==> src/sv/hbma_pkg.sv <==
`timescale 1ns / 1ps

package hbma_pkg;

    // Window and field sizes
    localparam int WINDOW    = 16;
    localparam int SAMPLE_W  = 16;
    localparam int TICK_W    = 16;
    localparam int TIMEOUT_W = 16;
    localparam int CNT_W     = $clog2(WINDOW + 1);
    localparam int IDX_W     = (WINDOW > 1) ? $clog2(WINDOW) : 1;
    localparam int SUM_W     = SAMPLE_W + $clog2(WINDOW);
    localparam int STEP_W    = $clog2(SUM_W + 1);

    // Stream payload layout
    localparam int STATUS_W     = 2;
    localparam int OUT_FIELDS_W = STATUS_W + SAMPLE_W + TICK_W;
    localparam int OUT_TDATA_W  = ((OUT_FIELDS_W + 7) / 8) * 8;
    localparam int IN_TDATA_W   = ((SAMPLE_W + 7) / 8) * 8;

    localparam logic [TIMEOUT_W-1:0] TIMEOUT_RST = TIMEOUT_W'(1000);

    // Input item kind (travels on tuser)
    localparam logic ACT_TICK      = 1'b0;
    localparam logic ACT_HEARTBEAT = 1'b1;

    typedef enum logic [1:0] {
        LINK_NOT_CONNECTED = 2'd0,
        LINK_CONNECTED     = 2'd1,
        LINK_ACTIVE        = 2'd2,
        LINK_LOST          = 2'd3
    } t_link;

    typedef enum logic [2:0] {
        S_IDLE,
        S_UPDATE,
        S_REPLACE,
        S_CHECK,
        S_DIV_START,
        S_DIV,
        S_DONE
    } t_state;

    // Controller -> datapath
    typedef struct packed {
        logic latch;
        logic update;
        logic replace;
        logic check;
        logic div_start;
        logic out_load;
    } t_cmd;

    // Datapath -> controller
    typedef struct packed {
        logic is_hb;
        logic full;
        logic div_done;
        logic out_busy;
    } t_sts;

endpackage

==> src/sv/hbma_div.sv <==
`timescale 1ns / 1ps

// Restoring shift-subtract divider, one quotient bit per cycle.
module hbma_div (
    input  logic                        i_clk,
    input  logic                        i_rst_n,
    input  logic                        i_start,
    input  logic [hbma_pkg::SUM_W-1:0]  i_dividend,
    input  logic [hbma_pkg::CNT_W-1:0]  i_divisor,
    output logic                        o_done,
    output logic [hbma_pkg::SUM_W-1:0]  o_quotient
);

    logic [hbma_pkg::SUM_W-1:0]  r_quot;
    logic [hbma_pkg::CNT_W-1:0]  r_rem;
    logic [hbma_pkg::CNT_W-1:0]  r_div;
    logic [hbma_pkg::STEP_W-1:0] r_steps;

    logic [hbma_pkg::CNT_W:0]    rem_sh;
    logic [hbma_pkg::CNT_W:0]    rem_sub;
    logic                        ge;
    logic [hbma_pkg::CNT_W-1:0]  n_rem;

    // One trial subtraction
    always_comb begin
        rem_sh  = {r_rem, r_quot[hbma_pkg::SUM_W-1]};
        ge      = (rem_sh >= {1'b0, r_div});
        rem_sub = rem_sh - {1'b0, r_div};
        n_rem   = ge ? rem_sub[hbma_pkg::CNT_W-1:0] : rem_sh[hbma_pkg::CNT_W-1:0];
    end

    // Step counter
    always_ff @(posedge i_clk) begin
        if (!i_rst_n) begin
            r_steps <= '0;
        end else if (i_start) begin
            r_steps <= hbma_pkg::STEP_W'(hbma_pkg::SUM_W);
        end else if (r_steps != '0) begin
            r_steps <= r_steps - 1'b1;
        end
    end

    // Operands; quotient bits shift in from the bottom
    always_ff @(posedge i_clk) begin
        if (i_start) begin
            r_quot <= i_dividend;
            r_rem  <= '0;
            r_div  <= i_divisor;
        end else if (r_steps != '0) begin
            r_quot <= {r_quot[hbma_pkg::SUM_W-2:0], ge};
            r_rem  <= n_rem;
        end
    end

    assign o_done     = (r_steps == '0);
    assign o_quotient = r_quot;

endmodule

==> src/sv/hbma_dp.sv <==
`timescale 1ns / 1ps

module hbma_dp (
    input  logic                              i_clk,
    input  logic                              i_rst_n,
    input  hbma_pkg::t_cmd                    i_cmd,
    output hbma_pkg::t_sts                    o_sts,
    input  logic [hbma_pkg::SAMPLE_W-1:0]     i_in_sample,
    input  logic                              i_in_action,
    input  logic                              i_cfg_we,
    input  logic [hbma_pkg::TIMEOUT_W-1:0]    i_cfg_wdata,
    input  logic                              i_out_ready,
    output logic                              o_out_valid,
    output logic [hbma_pkg::OUT_TDATA_W-1:0]  o_out_data
);

    // Latched input item
    logic                              r_action;
    logic [hbma_pkg::SAMPLE_W-1:0]     r_sample;

    // Monitor state
    logic [hbma_pkg::TIMEOUT_W-1:0]    r_timeout;
    hbma_pkg::t_link                   r_status, n_status;
    logic [hbma_pkg::CNT_W-1:0]        r_count, n_count;
    logic [hbma_pkg::IDX_W-1:0]        r_oldest, n_oldest;
    logic [hbma_pkg::SUM_W-1:0]        r_sum, n_sum;
    logic [hbma_pkg::TICK_W-1:0]       r_tick, n_tick;

    // Sample window
    logic [hbma_pkg::SAMPLE_W-1:0]     r_mem [hbma_pkg::WINDOW];
    logic [hbma_pkg::SAMPLE_W-1:0]     r_rd;
    logic                              mem_we;
    logic [hbma_pkg::IDX_W-1:0]        mem_addr;

    // Result register
    logic                              r_out_valid;
    hbma_pkg::t_link                   r_out_status;
    logic [hbma_pkg::SAMPLE_W-1:0]     r_out_avg;
    logic [hbma_pkg::TICK_W-1:0]       r_out_tick;

    logic                              full;
    logic                              div_done;
    logic [hbma_pkg::SUM_W-1:0]        quotient;
    logic [hbma_pkg::SAMPLE_W-1:0]     avg;

    assign full = (r_count == hbma_pkg::CNT_W'(hbma_pkg::WINDOW));

    // State update
    always_comb begin
        n_status = r_status;
        n_count  = r_count;
        n_oldest = r_oldest;
        n_sum    = r_sum;
        n_tick   = r_tick;
        mem_we   = 1'b0;
        mem_addr = r_oldest;

        if (i_cmd.update) begin
            if (r_action == hbma_pkg::ACT_HEARTBEAT) begin
                n_status = hbma_pkg::LINK_ACTIVE;
                n_tick   = '0;
                // filling: append at the fill count
                if (!full) begin
                    mem_we   = 1'b1;
                    mem_addr = r_count[hbma_pkg::IDX_W-1:0];
                    n_count  = r_count + 1'b1;
                    n_sum    = r_sum + hbma_pkg::SUM_W'(r_sample);
                end
            end else if (r_tick != '1) begin
                n_tick = r_tick + 1'b1;
            end
        end

        // full window: swap the oldest sample for the new one
        if (i_cmd.replace) begin
            mem_we   = 1'b1;
            n_sum    = r_sum - hbma_pkg::SUM_W'(r_rd) + hbma_pkg::SUM_W'(r_sample);
            n_oldest = (r_oldest == hbma_pkg::IDX_W'(hbma_pkg::WINDOW - 1)) ?
                       '0 : r_oldest + 1'b1;
        end

        // timeout: active unit goes lost, window emptied
        if (i_cmd.check && (r_status == hbma_pkg::LINK_ACTIVE) && (r_tick > r_timeout)) begin
            n_status = hbma_pkg::LINK_LOST;
            n_count  = '0;
            n_oldest = '0;
            n_sum    = '0;
        end
    end

    // Control state
    always_ff @(posedge i_clk) begin
        if (!i_rst_n) begin
            r_timeout <= hbma_pkg::TIMEOUT_RST;
            r_status  <= hbma_pkg::LINK_NOT_CONNECTED;
            r_count   <= '0;
            r_oldest  <= '0;
            r_sum     <= '0;
            r_tick    <= '0;
        end else begin
            if (i_cfg_we) begin
                r_timeout <= i_cfg_wdata;
            end
            r_status <= n_status;
            r_count  <= n_count;
            r_oldest <= n_oldest;
            r_sum    <= n_sum;
            r_tick   <= n_tick;
        end
    end

    // Input latch
    always_ff @(posedge i_clk) begin
        if (i_cmd.latch) begin
            r_action <= i_in_action;
            r_sample <= i_in_sample;
        end
    end

    // Window memory, registered read of the oldest entry
    always_ff @(posedge i_clk) begin
        if (mem_we) begin
            r_mem[mem_addr] <= r_sample;
        end
        if (i_cmd.update) begin
            r_rd <= r_mem[r_oldest];
        end
    end

    hbma_div u_div (
        .i_clk      (i_clk),
        .i_rst_n    (i_rst_n),
        .i_start    (i_cmd.div_start),
        .i_dividend (r_sum),
        .i_divisor  (r_count),
        .o_done     (div_done),
        .o_quotient (quotient)
    );

    // mean never exceeds the largest sample, so the low bits hold it
    assign avg = (r_count == '0) ? '0 : quotient[hbma_pkg::SAMPLE_W-1:0];

    // Output register
    always_ff @(posedge i_clk) begin
        if (!i_rst_n) begin
            r_out_valid <= 1'b0;
        end else if (i_cmd.out_load) begin
            r_out_valid <= 1'b1;
        end else if (i_out_ready) begin
            r_out_valid <= 1'b0;
        end
    end

    always_ff @(posedge i_clk) begin
        if (i_cmd.out_load) begin
            r_out_status <= r_status;
            r_out_avg    <= avg;
            r_out_tick   <= r_tick;
        end
    end

    assign o_out_valid = r_out_valid;
    assign o_out_data  = {{(hbma_pkg::OUT_TDATA_W - hbma_pkg::OUT_FIELDS_W){1'b0}},
                          r_out_tick, r_out_avg, r_out_status};

    assign o_sts.is_hb    = (r_action == hbma_pkg::ACT_HEARTBEAT);
    assign o_sts.full     = full;
    assign o_sts.div_done = div_done;
    assign o_sts.out_busy = r_out_valid && !i_out_ready;

endmodule

==> src/sv/hbma_ctrl.sv <==
`timescale 1ns / 1ps

module hbma_ctrl (
    input  logic            i_clk,
    input  logic            i_rst_n,
    input  logic            i_in_valid,
    output logic            o_in_ready,
    input  hbma_pkg::t_sts  i_sts,
    output hbma_pkg::t_cmd  o_cmd
);

    hbma_pkg::t_state r_state, n_state;

    always_ff @(posedge i_clk) begin
        if (!i_rst_n) begin
            r_state <= hbma_pkg::S_IDLE;
        end else begin
            r_state <= n_state;
        end
    end

    // Next state
    always_comb begin
        n_state = r_state;
        case (r_state)
            hbma_pkg::S_IDLE: begin
                if (i_in_valid) begin
                    n_state = hbma_pkg::S_UPDATE;
                end
            end
            hbma_pkg::S_UPDATE: begin
                n_state = (i_sts.is_hb && i_sts.full) ? hbma_pkg::S_REPLACE
                                                      : hbma_pkg::S_CHECK;
            end
            hbma_pkg::S_REPLACE:   n_state = hbma_pkg::S_CHECK;
            hbma_pkg::S_CHECK:     n_state = hbma_pkg::S_DIV_START;
            hbma_pkg::S_DIV_START: n_state = hbma_pkg::S_DIV;
            hbma_pkg::S_DIV: begin
                if (i_sts.div_done) begin
                    n_state = hbma_pkg::S_DONE;
                end
            end
            hbma_pkg::S_DONE: begin
                if (!i_sts.out_busy) begin
                    n_state = hbma_pkg::S_IDLE;
                end
            end
            default: n_state = hbma_pkg::S_IDLE;
        endcase
    end

    // Commands
    always_comb begin
        o_cmd      = '0;
        o_in_ready = 1'b0;
        case (r_state)
            hbma_pkg::S_IDLE: begin
                o_in_ready  = 1'b1;
                o_cmd.latch = i_in_valid;
            end
            hbma_pkg::S_UPDATE:    o_cmd.update    = 1'b1;
            hbma_pkg::S_REPLACE:   o_cmd.replace   = 1'b1;
            hbma_pkg::S_CHECK:     o_cmd.check     = 1'b1;
            hbma_pkg::S_DIV_START: o_cmd.div_start = 1'b1;
            hbma_pkg::S_DIV:       o_cmd           = '0;
            hbma_pkg::S_DONE:      o_cmd.out_load  = !i_sts.out_busy;
            default:               o_cmd           = '0;
        endcase
    end

endmodule

==> src/sv/heartbeat_monitor_moving_average_core.sv <==
`timescale 1ns / 1ps

// Channel   Dir  tdata (low bit up)                          tuser
// s_axis    in   rate_sample[15:0]                           action (0 tick, 1 heartbeat)
// m_axis    out  link_status[1:0], average_rate[17:2],       -
//                elapsed_ticks[33:18], zero fill to 40 bits
// cfg       in   i_cfg_wdata = timeout_ticks, written when i_cfg_we is high
//
// Each item runs update, check, divide and output; a heartbeat into a full
// window adds a replace (memory read-modify-write). The mean divider is bit-serial.
// s_axis_tready is high only while no item is in work.
// The result register lets the next item in while a result waits on m_axis;
// that item then holds in its last cycle until the waiting result is taken.
// Synchronous active-low reset; timeout_ticks resets to 1000.
module heartbeat_monitor_moving_average_core (
    input  logic                              i_clk,
    input  logic                              i_rst_n,
    input  logic                              s_axis_tvalid,
    output logic                              s_axis_tready,
    input  logic [hbma_pkg::IN_TDATA_W-1:0]   s_axis_tdata,  // rate_sample
    input  logic                              s_axis_tuser,  // action
    output logic                              m_axis_tvalid,
    input  logic                              m_axis_tready,
    output logic [hbma_pkg::OUT_TDATA_W-1:0]  m_axis_tdata,  // status, avg, elapsed
    input  logic                              i_cfg_we,
    input  logic [hbma_pkg::TIMEOUT_W-1:0]    i_cfg_wdata
);

    hbma_pkg::t_cmd cmd;
    hbma_pkg::t_sts sts;

    hbma_ctrl u_ctrl (
        .i_clk      (i_clk),
        .i_rst_n    (i_rst_n),
        .i_in_valid (s_axis_tvalid),
        .o_in_ready (s_axis_tready),
        .i_sts      (sts),
        .o_cmd      (cmd)
    );

    hbma_dp u_dp (
        .i_clk       (i_clk),
        .i_rst_n     (i_rst_n),
        .i_cmd       (cmd),
        .o_sts       (sts),
        .i_in_sample (s_axis_tdata[hbma_pkg::SAMPLE_W-1:0]),
        .i_in_action (s_axis_tuser),
        .i_cfg_we    (i_cfg_we),
        .i_cfg_wdata (i_cfg_wdata),
        .i_out_ready (m_axis_tready),
        .o_out_valid (m_axis_tvalid),
        .o_out_data  (m_axis_tdata)
    );

`ifndef ASSERT_OFF
    // a lost unit always reports an empty window
    a_lost_avg_zero: assert property (@(posedge i_clk) disable iff (!i_rst_n)
        (m_axis_tvalid && (m_axis_tdata[1:0] == hbma_pkg::LINK_LOST))
        |-> (m_axis_tdata[17:2] == '0))
        else $error("lost status with nonzero average");

    // no heartbeat yet means nothing stored
    a_nc_avg_zero: assert property (@(posedge i_clk) disable iff (!i_rst_n)
        (m_axis_tvalid && (m_axis_tdata[1:0] == hbma_pkg::LINK_NOT_CONNECTED))
        |-> (m_axis_tdata[17:2] == '0))
        else $error("not-connected status with nonzero average");

    // one item in work at a time
    a_busy_after_accept: assert property (@(posedge i_clk) disable iff (!i_rst_n)
        (s_axis_tvalid && s_axis_tready) |=> !s_axis_tready)
        else $error("input accepted while an item is in work");
`endif

endmodule
==> config.mk <==
export PLATFORM = sky130hd
export DESIGN_NAME = heartbeat_monitor_moving_average_core
export DESIGN_NICKNAME = d
export VERILOG_FILES = /design/src/sv/hbma_pkg.sv /design/src/sv/hbma_div.sv /design/src/sv/hbma_dp.sv /design/src/sv/hbma_ctrl.sv /design/src/sv/heartbeat_monitor_moving_average_core.sv
export SDC_FILE = /design/constraint.sdc
export NUM_CORES = 1
export LEC_CHECK = 0
export ABC_AREA = 1
export BUFFER_PORTS_ARGS = -buffer_cell sky130_fd_sc_hd__buf_2
export CORE_MARGIN = 1
export CORE_UTILIZATION = 35
export CTS_CLUSTER_DIAMETER = 30
export DETAILED_ROUTE_END_ITERATION = 6
export PLACE_DENSITY = 0.57
export SLEW_MARGIN = 10
export SYNTH_ARGS = -nofsm -noshare
export SYNTH_HDL_FRONTEND = slang
export SYNTH_SLANG_ARGS = --single-unit
==> constraint.sdc <==
create_clock -name i_clk -period 4.8 [get_ports i_clk]
set_clock_uncertainty 0.1 [all_clocks]
set_input_delay 0.24 -clock i_clk [delete_from_list [all_inputs] [get_ports i_clk]]
set_output_delay 0.24 -clock i_clk [all_outputs]
set_load 0.05 [all_outputs]
# Yosys cells after proc, flatten, opt, wreduce, memory -nomap -nowiden
# Memories as Yosys holds them, arrays and structs flattened. A register that Yosys moved wholly into a read port is not among the register bits.
# Cells that the tools add are included.
[totals] register_bits=153 ramBits=256 n_memories=1 output_inout_bits=42 wordCells=107 inputBits=38
[memory_table] memory="u_dp.r_mem" words=16 width=16 rd=1 rd_clocked_by_memory_dff=1 write_ports=1 line="hbma_dp.sv:30" rtl="logic [hbma_pkg::SAMPLE_W-1:0] r_mem [hbma_pkg::WINDOW];"
[op_classes] order_cmp=2 n_reduce_logical=24 n_addsub=8 n_eq_ne=14 n_mux=38 n_bitwise=2
[ops] operator="$mux 20" n=6
[ops] operator="$add 20x16->20" n=2
[ops] operator="$mux 16" n=2
[ops] operator="$pmux 3 s7" n=1
[ops] operator="$sub 20x16->20" n=1
[ops] operator="$add 16x1->16 const B" n=1
[ops] operator="$gt 16x16->1" n=1
[ops] operator="$mux 1" n=16
[ops] operator="$mux 4" n=4
[ops] operator="$ne 16x16->1 const B" n=1
[ops] operator="$mux 5" n=3
[ops] operator="$reduce_bool 2->1" n=7
[ops] operator="$logic_not 5->1" n=2
[ops] operator="$eq 3x3->1 const B" n=3
[ops] operator="$mux 3" n=3
[ops] operator="$reduce_and 3->1" n=3
[ops] operator="$eq 3x2->1 const B" n=2
[ops] operator="$ge 6x5->1" n=1
[ops] operator="$mux 2" n=3
[ops] operator="$ne 2x2->1 const B" n=3
[ops] operator="$add 5x1->5 const B" n=1
[ops] operator="$eq 5x5->1 const B" n=1
[ops] operator="$reduce_bool 5->1" n=1
[ops] operator="$sub 5x1->5 const B" n=1
[ops] operator="12 further kinds" n=19

# Depth between registers and ports, before layout
[depth] word_depth=7 depth_mapped=17

# By module
# A second synthesis with hierarchy kept.
[unflattened] cells_unflattened=1998 hier_area_um2=20250.7
[modules_own_cells] mod="hbma_dp" n_inst=1 cells_each=1762 area_per_inst_um2=18253.8
[modules_own_cells] mod="hbma_div" n_inst=1 cells_each=193 area_per_inst_um2=1730.4
[modules_own_cells] mod="hbma_ctrl" n_inst=1 cells_each=43 area_per_inst_um2=266.5

# Worst setup path before layout
# OpenSTA, ideal clock, no wires.
[synth_timing] kind="reg2reg" start="reg u_ctrl.r_state[2]" end="reg u_dp.r_out_avg[0] in the netlist's numbering, enable pin" arrival_ns=2.136 n_path_buf=0 setup_ns=0.425 path_stages_with_launch=5 slack_ns=2.138 cell_sequence="dfxtp_1 inv_2 nor2_1 inv_1 nor2_1"
[synth_rtl] element="from (decl)" line="hbma_ctrl.sv:12" rtl="hbma_pkg::t_state r_state, n_state;"
[synth_rtl] element="from (signal assigned)" line="hbma_ctrl.sv:16" rtl="r_state <= hbma_pkg::S_IDLE;"
[synth_rtl] element="from (signal assigned)" line="hbma_ctrl.sv:18" rtl="r_state <= n_state;"
[synth_rtl] element="to (signal assigned)" line="hbma_dp.sv:157" rtl="r_out_avg <= avg;"
[synth_rtl] element="to (decl)" line="hbma_dp.sv:38" rtl="logic [hbma_pkg::SAMPLE_W-1:0] r_out_avg;"

# Final worst setup path
[layout_timing] start="reg u_dp.r_sample[4] in the netlist's numbering" end="reg u_dp.r_sum[12] in the netlist's numbering"
[layout_between] elab_chain_len=5
[layout_rtl] element="from (decl)" line="hbma_dp.sv:19" rtl="logic [hbma_pkg::SAMPLE_W-1:0] r_sample;"
[layout_rtl] element="from (signal assigned)" line="hbma_dp.sv:116" rtl="r_sample <= i_in_sample;"
[layout_rtl] element="$add 20x16->20" line="hbma_dp.sv:67" rtl="n_sum = r_sum + hbma_pkg::SUM_W'(r_sample);"
[layout_rtl] element="$mux 20" line="hbma_dp.sv:63" rtl="if (!full) begin"
[layout_rtl] element="$mux 20" line="hbma_dp.sv:59" rtl="if (r_action == hbma_pkg::ACT_HEARTBEAT) begin"
[layout_rtl] element="$mux 20" line="hbma_dp.sv:58" rtl="if (i_cmd.update) begin"
[layout_rtl] element="$mux 20 (*)" line="hbma_dp.sv:75" rtl="if (i_cmd.replace) begin"
[layout_rtl] element="to (signal assigned)" line="hbma_dp.sv:107" rtl="r_sum <= n_sum;"
[layout_rtl] element="to (decl)" line="hbma_dp.sv:26" rtl="logic [hbma_pkg::SUM_W-1:0] r_sum, n_sum;"
# Mark *: on every way between the ends. The rest lies on a longest branch, timed or not. The select of a mux whose other input is x is not followed.
# A chain may end at the register's enable or synchronous reset.

==> impl_summary.txt <==
----------------------------------------------------
[Timing]
  Highest Clock Rate ... 0.302 GHz
  Unrepaired setup endpoints after global routing ... false
  Relative slew margins ... 35.2%
  Number of failing hold endpoints at the final stage ... 0
  Shortest period the worst path allows ... 3310 ps
  Slew at the pin closest to its max-slew limit ... 969 ps
  Final setup viols ... 0
  Period Utilization, post-route ... 69.0%
  Max-slew violation count ... 0
  Total Negative Setup Slacks ... 0 ps

[GRT]
  Wire length of the first global-routing pass ... 85900 microns
  Vias in the first global route ... 14960
  Pin count of the biggest net entering global routing ... 69
  Total GRT Usage ... 18.9%
  Antenna violations before repair ... 0
  Remaining global-route overflow ... 0

[Logic synthesis]
  Cells after synthesis ... 1984
  Number of synthesized flops with an enable pin ... 348
  Post-synth cell types ... 52
  Count leader, synth ... edfxtp_1
  Post-synthesis sequential element count ... 425
  Avg Cell Area, Syn ... 10.1 sq um
  Cell types occupying the most area after synthesis ... edfxtp_1 (52%), dfxtp_1 (7.7%), nand2_1 (6.0%)
  Main flop type after synthesis ... edfxtp_1
  Share of the synthesized area in the top cell type ... 52.0%
  Sequential area share after synthesis ... 59.7%
  Syn Std Cell Area ... 20100 sq um
  Commonest cells post-synth ... edfxtp_1 (348), nand2_1 (321), nor2_1 (248)
  Share of async-settable or async-resettable flops after synthesis ... 0%
  Cell taking the most area after synthesis ... edfxtp_1
  Yosys synthesis warning count ... 0

[Floorplanning]
  Number of placement rows ... 87
  Total I/O pin count ... 80
  Die boundary width ... 242 microns
  Core region area ... 56500 sq um
  Starting Density ... 35.5%
  Floorplan die height ... 242 microns
  Total die area ... 58300 sq um

[CTS]
  Clock transition time at the flip-flop clock pins of the worst setup and hold paths ... 50 ps
  Cts bufs inserted ... 89
  Maximum root-to-sink buffer count ... 3
  Clk sinks ... 425
  Clock insertion delay at the later pin of the skew report ... 640 ps
  Clock tree from TritonCTS ... yes
  H-Tree Depth ... 3
  Root buf cell ... clkbuf_16

[Layout]
  Syn-to-layout area delta ... 24.0%
  Antenna diodes ... 0
  Post-layout nets ... 2287
  Share of layout cells above drive strength 1 ... 13.3%
  Final cell count without fillers ... 2996
  Finished Cell Area ... 24900 sq um

[Min path]
  Cells on Worst Hold Path ... 3
  Worst hold-check path type ... in2reg

[Routing]
  DRT Wirelength ... 55000 microns
  Post-route antenna net violation count ... 0
  Count of vias placed by the detailed router ... 15017
  DR WL/cell ... 18.4 microns
  Avg Vias per Cell ... 5.01
  Drt initial violations ... 1170
  Length of the first detailed-routing pass in iterations ... 5
  Residual DRC ... 0

[Flow run]
  Total of max-cap violations ... 0

[Critical path]
  Worst EP arrival ... 3740 ps
  Required time of the critical path ... 5230 ps
  Critical Path Source Type ... flop
  Path depth of the worst reg2reg path ... 12
  Worst-path fanout max ... 18
  Worst setup path category ... reg2reg
  Worst Setup End Kind ... flop

[Pwr]
  Leakage ... 9.88 nW
  Max rail drop VDD ... 0.359 mV
  Ratio of total power to cell area ... 693 nW/um^2

[Placement]
  Post-DP HPWL ... 35400 microns
  Cell total after placement ... 2778
  Final GP Congestion ... 0.932
  Number of port buffers ... 73
  Placed Area ... 21300 sq um

[Status]
  Status ... completed

----------------------------------------------------
## final cells by class
class,instances,area [sq um]
Fill cell,5249,31600
Sequential cell,425,12000
Multi-Input combinational cell,1260,6880
Clock buffer,107,2300
Timing Repair Buffer,163,1170
Tap cell,756,946
Inverter,227,866
Clock inverter,58,736
## stage by stage
step                hold WS [ps]  power, mW  setup WS (ps)  utilization [%]
floorplan                    239       9.48           2140                -
global placement             316       11.1           1620             37.7
detailed placement           319       11.1           1510             37.7
CTS                         24.9       17.3           1440             44.1
global route                 103       18.4           1220             44.1
finish                      70.8       17.2           1490             44.1
## cell usage in the layout, fill, tap and decap left out, types with 8 or more instances in the layout
cell type	synthesis	layout
o21ai_1	8	8
nand2_1	321	321
buf_4	9	37
dlygate4sd3_1	0	53
edfxtp_1	348	348
dfxtp_1	77	75
bufinv_16	0	12
o21bai_1	8	8
nand4_1	16	16
clkinv_2	0	16
buf_2	10	73
clkinv_1	1	15
o22ai_1	39	39
xor2_1	18	18
nor2_1	248	246
clkbuf_16	0	89
nor3_1	19	18
fa_1	18	18
clkbuf_1	52	17
ha_1	65	65
a21oi_1	90	90
o21ai_0	194	194
nand3_1	109	109
nand3b_1	9	9
nand2_2	8	8
clkinvlp_4	0	8
inv_1	216	215
o221ai_1	28	28
## kinds of logic after synthesis
logic type | synth area share [%]
flip-flops | 59.7
AND/OR/NAND/NOR | 16.0
adder cells (fa/ha/maj) | 5.84
AO/OA/AOI/OAI | 11.3
other | 0.0187
XOR/XNOR | 0.916
buffers and inverters | 6.21
## registers in the layout, summed over array words and instances (netlist names)
name / flops
u_dp.r_oldest: 4
u_dp.u_div.o_quotient: 20
u_dp.r_timeout: 16
u_dp.r_rd: 16
u_dp.r_sample: 16
u_dp.r_out_status: 2
u_dp.u_div.r_rem: 5
u_dp.o_out_valid: 1
u_dp.r_status: 2
u_ctrl.r_state: 3
u_dp.r_sum: 20
u_dp.u_div.r_steps: 5
u_dp.r_mem: 256
u_dp.u_div.r_div: 5
u_dp.r_out_tick: 16
u_dp.r_out_avg: 16
u_dp.r_tick: 16
u_dp.r_count: 5
u_dp.r_action: 1
## worst paths after layout
check / from / to / slack (ps)
worst max-delay path: u_dp.r_sample[4] / u_dp.r_sum[12] / 1490
worst min-delay path: i_cfg_we / u_dp.r_timeout[2] / 70
worst max register to register: u_dp.r_sample[4] / u_dp.r_sum[12] / 1490
worst min register to register: u_dp.u_div.r_steps[0] / u_dp.u_div.r_steps[0] / 360
## critical path, stage by stage, from the launching register on
cell      delay [ps]
edfxtp_1         830
inv_1            130
fa_1             500
inv_1             40
ha_1             340
nand2_1          100
inv_1             80
nand3_1           60
o21ai_0          500
nand2_1          150
nand3b_1         120
nand3_1           80
a21oi_1          140
## power breakdown
part           internal (mW)  switching, mW  leakage [nW]
Sequential              4.78          0.483          3.81
Combinational           1.89           3.98          4.61
Clock                   4.08           2.03          1.45
Total                   10.7           6.49          9.88
## metal layers
| metal | vias up | share of wire [%] | GRT usage, % |
|---|---|---|---|
| li1 | 7212 | - | - |
| met1 | 7180 | 44 | 25.2 |
| met2 | 505 | 47 | 30.5 |
| met3 | 120 | 6.2 | 3.83 |
| met4 | 0 | 2.7 | 6.74 |
| met5 | - | 0 | 0 |
## timing repair
item / CTS / global route
setup buffers: 0 / 0
gates resized for setup: 0 / 0
hold buffers: 53 / 0
endpoints found under the hold margin: 42 / 0
Note: power is estimated with default switching activity, not from simulation.
